**src/rtl/ssp_pkg.sv**
```systemverilog
// Shared types, register indexes and the master clock divider table of the SPI peripheral.
package ssp_pkg;

    localparam int DATA_BITS_DEF = 8;
    localparam int BYTE_BITS     = 8;
    localparam int DIV_W         = 7;
    localparam int ADDR_W        = 5;
    localparam int APB_DATA_W    = 32;
    localparam int IN_DATA_W     = 16;
    localparam int OUT_DATA_W    = 16;

    typedef enum logic [1:0] {
        OP_NONE   = 2'd0,
        OP_WRITE  = 2'd1,
        OP_READ   = 2'd2,
        OP_STATUS = 2'd3
    } t_op;

    localparam logic [2:0] REG_ENABLE     = 3'd0;
    localparam logic [2:0] REG_MASTER     = 3'd1;
    localparam logic [2:0] REG_LSB_FIRST  = 3'd2;
    localparam logic [2:0] REG_CPOL       = 3'd3;
    localparam logic [2:0] REG_CPHA       = 3'd4;
    localparam logic [2:0] REG_RATE       = 3'd5;
    localparam logic [2:0] REG_IRQ_EN     = 3'd6;

    typedef struct packed {
        logic       enable;
        logic       master_mode;
        logic       lsb_first;
        logic       clock_polarity;
        logic       clock_phase;
        logic [2:0] rate_select;
        logic       interrupt_enable;
    } t_cfg;

    typedef struct packed {
        t_op        operation;
        logic [7:0] write_data;
        logic       miso_in;
        logic       mosi_in;
        logic       sck_in;
        logic       select_n_in;
    } t_item;

    typedef struct packed {
        logic [7:0] read_data;
        logic       irq;
        logic       sck_out;
        logic       mosi_out;
        logic       miso_out;
    } t_result;

    // Half period of the master clock in items, indexed by {spi2x, spr1, spr0}.
    function automatic logic [DIV_W-1:0] half_period(input logic [2:0] code);
        logic [DIV_W-1:0] hp;
        case (code)
            3'd0:    hp = 7'd2;
            3'd1:    hp = 7'd8;
            3'd2:    hp = 7'd32;
            3'd3:    hp = 7'd64;
            3'd4:    hp = 7'd1;
            3'd5:    hp = 7'd4;
            3'd6:    hp = 7'd16;
            default: hp = 7'd32;
        endcase
        return hp;
    endfunction

endpackage

```
**src/rtl/spi_serial_peripheral_top.sv**
```systemverilog
// Top level of the byte-wide SPI peripheral: stream ports, APB registers and output register.
//
// Each input item is one update step of the peripheral and carries a bus
// access (none, data write, data read, status read) together with the sampled serial
// pin levels; each item yields exactly one result item with the read data, the
// interrupt and the driven pin levels. One item is accepted every clock cycle while
// the input side is not stalled: the whole update of the transfer engine is a single
// combinational pass from its state registers into the output register, where the
// result is registered as its item is taken. The input side stalls only while the
// output register holds a result that the downstream side has not taken. In master
// mode the serial clock toggle interval is set by the rate register; in slave mode the
// serial clock goes through a synchronizer, so an edge is acted on with the next item.
module spi_serial_peripheral_top #(
    parameter int DATA_BITS = ssp_pkg::DATA_BITS_DEF
) (
    input  logic                           i_clk,
    input  logic                           i_rst_n,
    // APB configuration port
    input  logic                           psel,
    input  logic                           penable,
    input  logic                           pwrite,
    input  logic [ssp_pkg::ADDR_W-1:0]     paddr,
    input  logic [ssp_pkg::APB_DATA_W-1:0] pwdata,
    output logic [ssp_pkg::APB_DATA_W-1:0] prdata,
    output logic                           pready,
    // input items
    input  logic                           s_tvalid,
    output logic                           s_tready,
    // write_data[7:0], miso_in[8], mosi_in[9], sck_in[10], select_n_in[11], zero[15:12]
    input  logic [ssp_pkg::IN_DATA_W-1:0]  s_tdata,
    // operation[1:0]
    input  logic [1:0]                     s_tuser,
    // result items
    output logic                           m_tvalid,
    input  logic                           m_tready,
    // read_data[7:0], irq[8], sck_out[9], mosi_out[10], miso_out[11], zero[15:12]
    output logic [ssp_pkg::OUT_DATA_W-1:0] m_tdata
);

    ssp_pkg::t_cfg    cfg;
    ssp_pkg::t_item   item;
    ssp_pkg::t_result result;
    logic             abort;
    logic             step;

    logic             r_out_valid;
    ssp_pkg::t_result r_out;

    assign s_tready = i_rst_n && (!r_out_valid || m_tready);
    assign step     = s_tvalid && s_tready;

    assign item.operation   = ssp_pkg::t_op'(s_tuser);
    assign item.write_data  = s_tdata[7:0];
    assign item.miso_in     = s_tdata[8];
    assign item.mosi_in     = s_tdata[9];
    assign item.sck_in      = s_tdata[10];
    assign item.select_n_in = s_tdata[11];

    ssp_cfg u_cfg (
        .i_clk   (i_clk),
        .i_rst_n (i_rst_n),
        .psel    (psel),
        .penable (penable),
        .pwrite  (pwrite),
        .paddr   (paddr),
        .pwdata  (pwdata),
        .prdata  (prdata),
        .pready  (pready),
        .o_cfg   (cfg),
        .o_abort (abort)
    );

    ssp_engine #(
        .DATA_BITS (DATA_BITS)
    ) u_engine (
        .i_clk    (i_clk),
        .i_rst_n  (i_rst_n),
        .i_step   (step),
        .i_abort  (abort),
        .i_item   (item),
        .i_cfg    (cfg),
        .o_result (result)
    );

    always_ff @(posedge i_clk) begin
        if (!i_rst_n) begin
            r_out_valid <= 1'b0;
        end else if (step) begin
            r_out_valid <= 1'b1;
        end else if (m_tready) begin
            r_out_valid <= 1'b0;
        end
    end

    always_ff @(posedge i_clk) begin
        if (step) begin
            r_out <= result;
        end
    end

    assign m_tvalid = r_out_valid;
    assign m_tdata  = {4'd0, r_out.miso_out, r_out.mosi_out, r_out.sck_out, r_out.irq,
                       r_out.read_data};

endmodule

```
**src/rtl/ssp_cfg.sv**
```systemverilog
// APB register bank of the SPI peripheral, with the abort request on enable or mode change.
module ssp_cfg (
    input  logic                           i_clk,
    input  logic                           i_rst_n,
    input  logic                           psel,
    input  logic                           penable,
    input  logic                           pwrite,
    input  logic [ssp_pkg::ADDR_W-1:0]     paddr,
    input  logic [ssp_pkg::APB_DATA_W-1:0] pwdata,
    output logic [ssp_pkg::APB_DATA_W-1:0] prdata,
    output logic                           pready,
    output ssp_pkg::t_cfg                  o_cfg,
    output logic                           o_abort
);

    ssp_pkg::t_cfg r_cfg;
    logic          wr_en;
    logic [2:0]    index;

    assign pready = 1'b1;
    assign wr_en  = psel & penable & pwrite;
    assign index  = paddr[ssp_pkg::ADDR_W-1:2];
    assign o_cfg  = r_cfg;

    // Toggling enable or mode kills a transfer in flight.
    assign o_abort = wr_en &&
                     (((index == ssp_pkg::REG_ENABLE) && (pwdata[0] != r_cfg.enable)) ||
                      ((index == ssp_pkg::REG_MASTER) && (pwdata[0] != r_cfg.master_mode)));

    always_ff @(posedge i_clk) begin
        if (!i_rst_n) begin
            r_cfg <= '0;
        end else if (wr_en) begin
            case (index)
                ssp_pkg::REG_ENABLE:    r_cfg.enable           <= pwdata[0];
                ssp_pkg::REG_MASTER:    r_cfg.master_mode      <= pwdata[0];
                ssp_pkg::REG_LSB_FIRST: r_cfg.lsb_first        <= pwdata[0];
                ssp_pkg::REG_CPOL:      r_cfg.clock_polarity   <= pwdata[0];
                ssp_pkg::REG_CPHA:      r_cfg.clock_phase      <= pwdata[0];
                ssp_pkg::REG_RATE:      r_cfg.rate_select      <= pwdata[2:0];
                ssp_pkg::REG_IRQ_EN:    r_cfg.interrupt_enable <= pwdata[0];
                default: ;
            endcase
        end
    end

    always_comb begin
        prdata = '0;
        case (index)
            ssp_pkg::REG_ENABLE:    prdata[0]   = r_cfg.enable;
            ssp_pkg::REG_MASTER:    prdata[0]   = r_cfg.master_mode;
            ssp_pkg::REG_LSB_FIRST: prdata[0]   = r_cfg.lsb_first;
            ssp_pkg::REG_CPOL:      prdata[0]   = r_cfg.clock_polarity;
            ssp_pkg::REG_CPHA:      prdata[0]   = r_cfg.clock_phase;
            ssp_pkg::REG_RATE:      prdata[2:0] = r_cfg.rate_select;
            ssp_pkg::REG_IRQ_EN:    prdata[0]   = r_cfg.interrupt_enable;
            default: ;
        endcase
    end

endmodule

```
**src/rtl/ssp_engine.sv**
```systemverilog
// Transfer engine: shift register, bit counter, master divider and slave clock synchronizer.
module ssp_engine #(
    parameter int DATA_BITS = ssp_pkg::DATA_BITS_DEF
) (
    input  logic             i_clk,
    input  logic             i_rst_n,
    input  logic             i_step,
    input  logic             i_abort,
    input  ssp_pkg::t_item   i_item,
    input  ssp_pkg::t_cfg    i_cfg,
    output ssp_pkg::t_result o_result
);

    localparam int CNT_W = $clog2(DATA_BITS + 1);
    localparam int MSB   = DATA_BITS - 1;

    logic [DATA_BITS-1:0]      r_shift, n_shift;
    logic [DATA_BITS-1:0]      r_hold, n_hold;
    logic [CNT_W-1:0]          r_bits, n_bits;
    logic [ssp_pkg::DIV_W-1:0] r_div, n_div;
    logic                      r_lvl, n_lvl;
    logic                      r_busy, n_busy;
    logic                      r_done, n_done;
    logic                      r_coll, n_coll;
    logic                      r_seen, n_seen;
    logic [1:0]                r_sync, n_sync;
    logic                      r_line, n_line;

    logic                 edge_hit;
    logic                 leading;
    logic                 din;
    logic                 top;
    logic                 level;
    logic [DATA_BITS-1:0] shifted;
    logic [7:0]           rd;

    always_comb begin
        n_shift = r_shift;
        n_hold  = r_hold;
        n_bits  = r_bits;
        n_div   = r_div;
        n_lvl   = r_lvl;
        n_busy  = r_busy;
        n_done  = r_done;
        n_coll  = r_coll;
        n_seen  = r_seen;
        n_sync  = r_sync;
        n_line  = r_line;
        edge_hit = 1'b0;
        leading  = 1'b0;
        din      = 1'b0;
        level    = 1'b0;
        top      = 1'b0;
        shifted  = '0;

        // Reads show the values held before this item's update.
        rd = '0;
        case (i_item.operation)
            ssp_pkg::OP_READ:   rd = r_hold[7:0];
            ssp_pkg::OP_STATUS: rd = {r_done, r_coll, 6'd0};
            default: ;
        endcase

        // A status read that sees a flag arms the clear; the next data access clears.
        if ((i_item.operation == ssp_pkg::OP_STATUS) && (r_done || r_coll)) begin
            n_seen = 1'b1;
        end
        if (((i_item.operation == ssp_pkg::OP_WRITE) || (i_item.operation == ssp_pkg::OP_READ))
            && r_seen) begin
            n_done = 1'b0;
            n_coll = 1'b0;
            n_seen = 1'b0;
        end

        if ((i_item.operation == ssp_pkg::OP_WRITE) && i_cfg.enable) begin
            if (r_busy) begin
                n_coll = 1'b1;
            end else begin
                n_shift = DATA_BITS'(i_item.write_data);
                n_line  = i_cfg.lsb_first ? n_shift[0] : n_shift[MSB];
                if (i_cfg.master_mode) begin
                    n_busy = 1'b1;
                    n_bits = '0;
                    n_div  = '0;
                    n_lvl  = 1'b0;
                end
            end
        end

        if (!i_cfg.enable) begin
            n_busy = 1'b0;
            n_bits = '0;
            n_div  = '0;
            if (i_cfg.master_mode) begin
                n_lvl = 1'b0;
            end
        end

        if (i_cfg.master_mode) begin
            din = i_item.miso_in;
            if (i_cfg.enable && n_busy) begin
                n_div = n_div + 1'b1;
                if (n_div >= ssp_pkg::half_period(i_cfg.rate_select)) begin
                    n_div    = '0;
                    n_lvl    = ~n_lvl;
                    edge_hit = 1'b1;
                    leading  = n_lvl;
                end
            end
        end else begin
            // The synchronizer runs even while disabled so that no stale edge appears later.
            din    = i_item.mosi_in;
            level  = r_sync[0];
            n_sync = {r_sync[0], i_item.sck_in};
            n_lvl  = level;
            if (i_cfg.enable) begin
                if (i_item.select_n_in) begin
                    n_busy = 1'b0;
                    n_bits = '0;
                end else if (level != r_lvl) begin
                    n_busy   = 1'b1;
                    edge_hit = 1'b1;
                    leading  = level ^ i_cfg.clock_polarity;
                end
            end
        end

        if (edge_hit) begin
            top     = i_cfg.lsb_first ? n_shift[0] : n_shift[MSB];
            shifted = i_cfg.lsb_first ? {din, n_shift[MSB:1]} : {n_shift[MSB-1:0], din};
            if (leading) begin
                if (i_cfg.clock_phase) begin
                    n_line = top;
                end else begin
                    n_shift = shifted;
                end
            end else begin
                if (i_cfg.clock_phase) begin
                    n_shift = shifted;
                end else begin
                    n_line = top;
                end
                n_bits = n_bits + 1'b1;
                if (n_bits >= CNT_W'(DATA_BITS)) begin
                    n_busy = 1'b0;
                    n_bits = '0;
                    n_div  = '0;
                    n_hold = n_shift;
                    n_done = 1'b1;
                end
            end
        end
    end

    always_comb begin
        o_result.read_data = rd;
        o_result.irq       = n_done & i_cfg.interrupt_enable;
        o_result.sck_out   = (i_cfg.enable && i_cfg.master_mode) ?
                             (i_cfg.clock_polarity ^ n_lvl) : 1'b0;
        o_result.mosi_out  = (i_cfg.enable && i_cfg.master_mode) ? n_line : 1'b0;
        o_result.miso_out  = (i_cfg.enable && !i_cfg.master_mode && !i_item.select_n_in) ?
                             n_line : 1'b0;
    end

    always_ff @(posedge i_clk) begin
        if (!i_rst_n) begin
            r_shift <= '0;
            r_hold  <= '0;
            r_bits  <= '0;
            r_div   <= '0;
            r_lvl   <= 1'b0;
            r_busy  <= 1'b0;
            r_done  <= 1'b0;
            r_coll  <= 1'b0;
            r_seen  <= 1'b0;
            r_sync  <= '0;
            r_line  <= 1'b0;
        end else if (i_abort) begin
            r_busy <= 1'b0;
            r_bits <= '0;
            r_div  <= '0;
            r_lvl  <= 1'b0;
        end else if (i_step) begin
            r_shift <= n_shift;
            r_hold  <= n_hold;
            r_bits  <= n_bits;
            r_div   <= n_div;
            r_lvl   <= n_lvl;
            r_busy  <= n_busy;
            r_done  <= n_done;
            r_coll  <= n_coll;
            r_seen  <= n_seen;
            r_sync  <= n_sync;
            r_line  <= n_line;
        end
    end

endmodule

```
**config.mk**
```make
export PLATFORM = sky130hd
export DESIGN_NAME = spi_serial_peripheral_top
export DESIGN_NICKNAME = d
export VERILOG_FILES = /design/src/rtl/ssp_pkg.sv /design/src/rtl/spi_serial_peripheral_top.sv /design/src/rtl/ssp_cfg.sv /design/src/rtl/ssp_engine.sv
export SDC_FILE = /design/constraint.sdc
export NUM_CORES = 1
export LEC_CHECK = 0
export BUFFER_PORTS_ARGS = -buffer_cell sky130_fd_sc_hd__buf_4
export CAP_MARGIN = 20
export CORE_ASPECT_RATIO = 1.4
export CORE_UTILIZATION = 40
export CTS_BUF_LIST = sky130_fd_sc_hd__clkbuf_4
export DETAILED_ROUTE_END_ITERATION = 8
export GPL_ROUTABILITY_DRIVEN = 0
export PLACE_DENSITY = 0.61
export SLEW_MARGIN = 10
export SYNTH_ARGS = -nofsm -noshare
export SYNTH_HDL_FRONTEND = slang
export SYNTH_HIERARCHICAL = 1
export SYNTH_SLANG_ARGS = --single-unit
export TNS_END_PERCENT = 5
```
**constraint.sdc**
```tcl
create_clock -name i_clk -period 8.1 [get_ports i_clk]
set_clock_uncertainty 0.1 [all_clocks]
set_input_delay 0.81 -clock i_clk [delete_from_list [all_inputs] [get_ports i_clk]]
set_output_delay 0.81 -clock i_clk [all_outputs]
set_load 0.03 [all_outputs]
```
==> results by group <==
Detailed routing
  • Metal-1 WL: 3266 um
  • TritonRoute pass-1 iters: 4
  • Metal2 WL: 4332 um
  • DRC errors left: 0
  • DR top layer: met4
  • DRT iter0 DRCs: 106
  • Met3 WL post-DR: 311 um
  • WL final: 8133 um
  • Vias per Instance: 5.523
  • DRT antenna net count: 0
  • Routed WL per cell: 15.03 um
  • DR vias: 2,988

Placed design
  • Placed wire-length estimate: 6044 um
  • IO buf count: 43
  • Pre-CTS setup slack: 2653 ps

Clock network
  • Post_cts resized: 0
  • Register clock-pin slew on the reported worst setup and hold paths: 160 ps
  • Hold Buf Count CTS: 0
  • Maximum clock path buffer count: 2
  • Total CTS buffers: 5
  • Clock sinks: 56
  • Post-CTS setup buffer count: 0
  • Worst-skew pair later-pin latency: 400 ps
  • Root Driver: clkbuf_4
  • H-Tree Depth: 2
  • CTS tree: built

Pwr
  • Pwr Total: 508.9 uW
  • Worst VDD drop: 0.07137 mV
  • PD cells: 128.4 mW/mm2
  • Leakage power: 0.001576 uW

Timing
  • Pin slew with the least headroom to its limit: 780.6 ps
  • WHS: 406.5 ps
  • Setup_tns: 0 ps
  • Slew Limit Fails: 0
  • RSZ-0062 raised after global routing: no
  • Peak Freq: 197.7 MHz
  • Worst setup margin: 3042 ps
  • Final Hold Vio Count: 0
  • Slew HR: 0.4748
  • Final worst-path cycle share: 0.6245
  • Tmin final: 5058 ps
  • Setup-failing EPs final: 0

Worst setup path
  • Startpoint types: input port
  • Most used cell, CP: ha_1
  • CP Capture Type: flop
  • Cell Chain, Critical Path: buf_4 -> inv_1 -> ha_1 -> nand3b_1 -> and2_1 -> nand2_1 -> inv_1 -> ha_1 -> and3_1 -> and3_1 -> nand2b_1 -> a21oi_1 -> ha_1 -> a21oi_1 -> o221a_2 -> inv_1 -> ha_1 -> o31ai_1 -> nand2_1 -> o221a_2
  • Worst path top cell family by delay: compound AO/OA/AOI/OAI gates
  • CP arrival: 5270 ps
  • Worst EP required: 8310 ps
  • WS Path Type: input port to flop
  • Crit Path Max Fanout: 9
  • Slowest cell on the critical path: o31ai_1
  • Slowest stage delay, CP: 630 ps
  • WP buf/inv: 4

Min path
  • Worst Hold Class: flop to flop

Synth
  • EDFF count, synth: 12
  • Post-Synth Simple-Gate Area: 0.1919
  • Syn Std Cell Area: 0.003684 mm2
  • Largest family of logic cells by synthesized area: compound AO/OA/AOI/OAI gates
  • Post-Synth Adder-Cell Area: 0.04416
  • FF+latch count, synth: 56
  • Synth Warn #: 6
  • Mux contribution to synthesized area: 0.08016
  • Synth Area in XOR/XNOR: 0.02140
  • Synth async-reset ratio: 0
  • Compound-Gate Fraction of Synth Area: 0.2075
  • Top_reg_cell synth: dfxtp_1
  • Seq/Total Area, Yosys: 0.3370
  • Gate Count Post-Synth: 405
  • Mean post-synth cell area: 9.095 um2
  • Distinct cells, synth: 62

Floorplanning
  • Core Rows: 41
  • Core area: 0.008977 mm2
  • Die Width: 83.11 um
  • Vert. Die Dim: 115.5 um
  • Full die area: 0.009602 mm2
  • I/O pin count: 113
  • Starting Density: 0.4103

Cells and area
  • Ant diodes: 0
  • Layout cells sized above 1: 0.1820
  • Area growth syn-to-layout: 7.609%
  • Layout Utilization: 0.4415
  • Final #Nets: 508

GRT
  • Grt ovf: 0
  • GRT Util Overall: 0.1735
  • First-pass GRT wire length: 13,400 um
  • Antenna violations before repair: 0
  • Largest net degree at the start of global routing: 41
  • Vias in the first global route: 2,834

Outcome
  • Status: completed

Run
  • MaxCap Viol Count: 0
==> cells by family after synthesis <==
kind of cell    Yosys count
compound gates          102
flops                    56
fa+ha+maj                13
mux                      29
buf+inv                  67
xor+xnor                  9
simple gates            126
other cells               3
==> placed cells by master (no fill, tap or decap), types with 3 or more instances in the layout <==
master and count:
o221a_2 9, nor3_1 3, nor4_1 7, mux2i_1 25, nand2_1 37, nand2b_1 9
a22o_1 10, and2_1 9, ha_1 13, inv_1 12, a21o_1 3, nor2_1 13
o211ai_1 12, nand4_1 5, buf_4 44, and3_1 9, nand3b_1 5, edfxtp_1 12
a31oi_1 3, xnor2_1 7, conb_1 34, a311oi_1 9, a21oi_1 11, dfxtp_1 44
o31ai_1 5, or3_1 4, o21ai_0 24, nand3_1 8, clkbuf_4 5
==> Yosys cell counts (all sizes together) (4+ instances only) <==
cell type,n,area share
a21boi,4,0.0081
a21oi,11,0.015
a22o,10,0.024
a311oi,9,0.021
and2,9,0.015
and3,11,0.019
buf,44,0.091
clkbuf,11,0.012
dfxtp,44,0.24
edfxtp,12,0.098
ha,13,0.044
inv,12,0.012
mux2,4,0.012
mux2i,25,0.068
nand2,38,0.039
nand2b,10,0.019
nand3,8,0.011
nand3b,5,0.010
nand4,5,0.0085
nor2,15,0.017
nor3,4,0.0068
nor4,7,0.012
o211ai,12,0.024
o21ai,24,0.033
o221a,9,0.028
o31ai,5,0.010
or3,4,0.0068
xnor2,7,0.017
==> routing by layer <==
layer  up-vias  track usage
li1       1485            -
met2        82       0.3246
met3        16      0.02849
met4         0      0.07816
met5         -            0
met1      1405       0.1932
==> flip-flops by register name, indices dropped and copies added, names as in the netlist <==
signal and flops:
u_engine/r_busy 1, u_engine/r_sync 1, u_cfg/o_cfg 9, u_engine/r_done 1
m_tdata 12, m_tvalid 1, u_engine/r_div 7, u_engine/r_shift 8
u_engine/r_line 1, u_engine/r_bits 4, u_engine/r_hold 8, u_engine/r_seen 1
u_engine/r_lvl 1, u_engine/r_coll 1
==> area by class of cell <==
class,instances,area [um2]
Timing Repair Buffer,45,345.3
Multi-Input combinational cell,313,2138
Tap cell,107,133.9
Fill cell,895,5014
Clock inverter,3,22.52
Inverter,12,45.04
Clock buffer,5,37.54
Sequential cell,56,1241
==> metrics by stage <==
| stage | area (um2) | std cells |
|---|---|---|
| after floorplan | 3800 | 436 |
| after global placement | 3889 | 532 |
| after detailed placement | 3889 | 532 |
| after CTS | 3949 | 540 |
| after global routing | 3964 | 541 |
| final | 3964 | 541 |
==> path summary, 6_finish.rpt <==
kind,start,slack (ps),to,cells past startpoint
min reg2reg,u_engine/r_coll,410,u_engine/r_coll,2
max reg2reg,u_cfg/o_cfg[7],3230,u_engine/r_hold[6],17
min,u_engine/r_coll,410,u_engine/r_coll,2
max,s_tuser[1],3040,u_engine/r_hold[6],20
==> worst min-delay path, stage by stage (launching register included) <==
cell and delay [ps]:
dfxtp_1 350, nand2_1 60, a21boi_0 70
==> power breakdown <==
part           switching, uW  internal [uW]
registers               3.91            291
logic                   60.1           26.4
clock network           92.0           35.3
total                    156            353
Note: power is estimated with default switching activity, not from simulation.
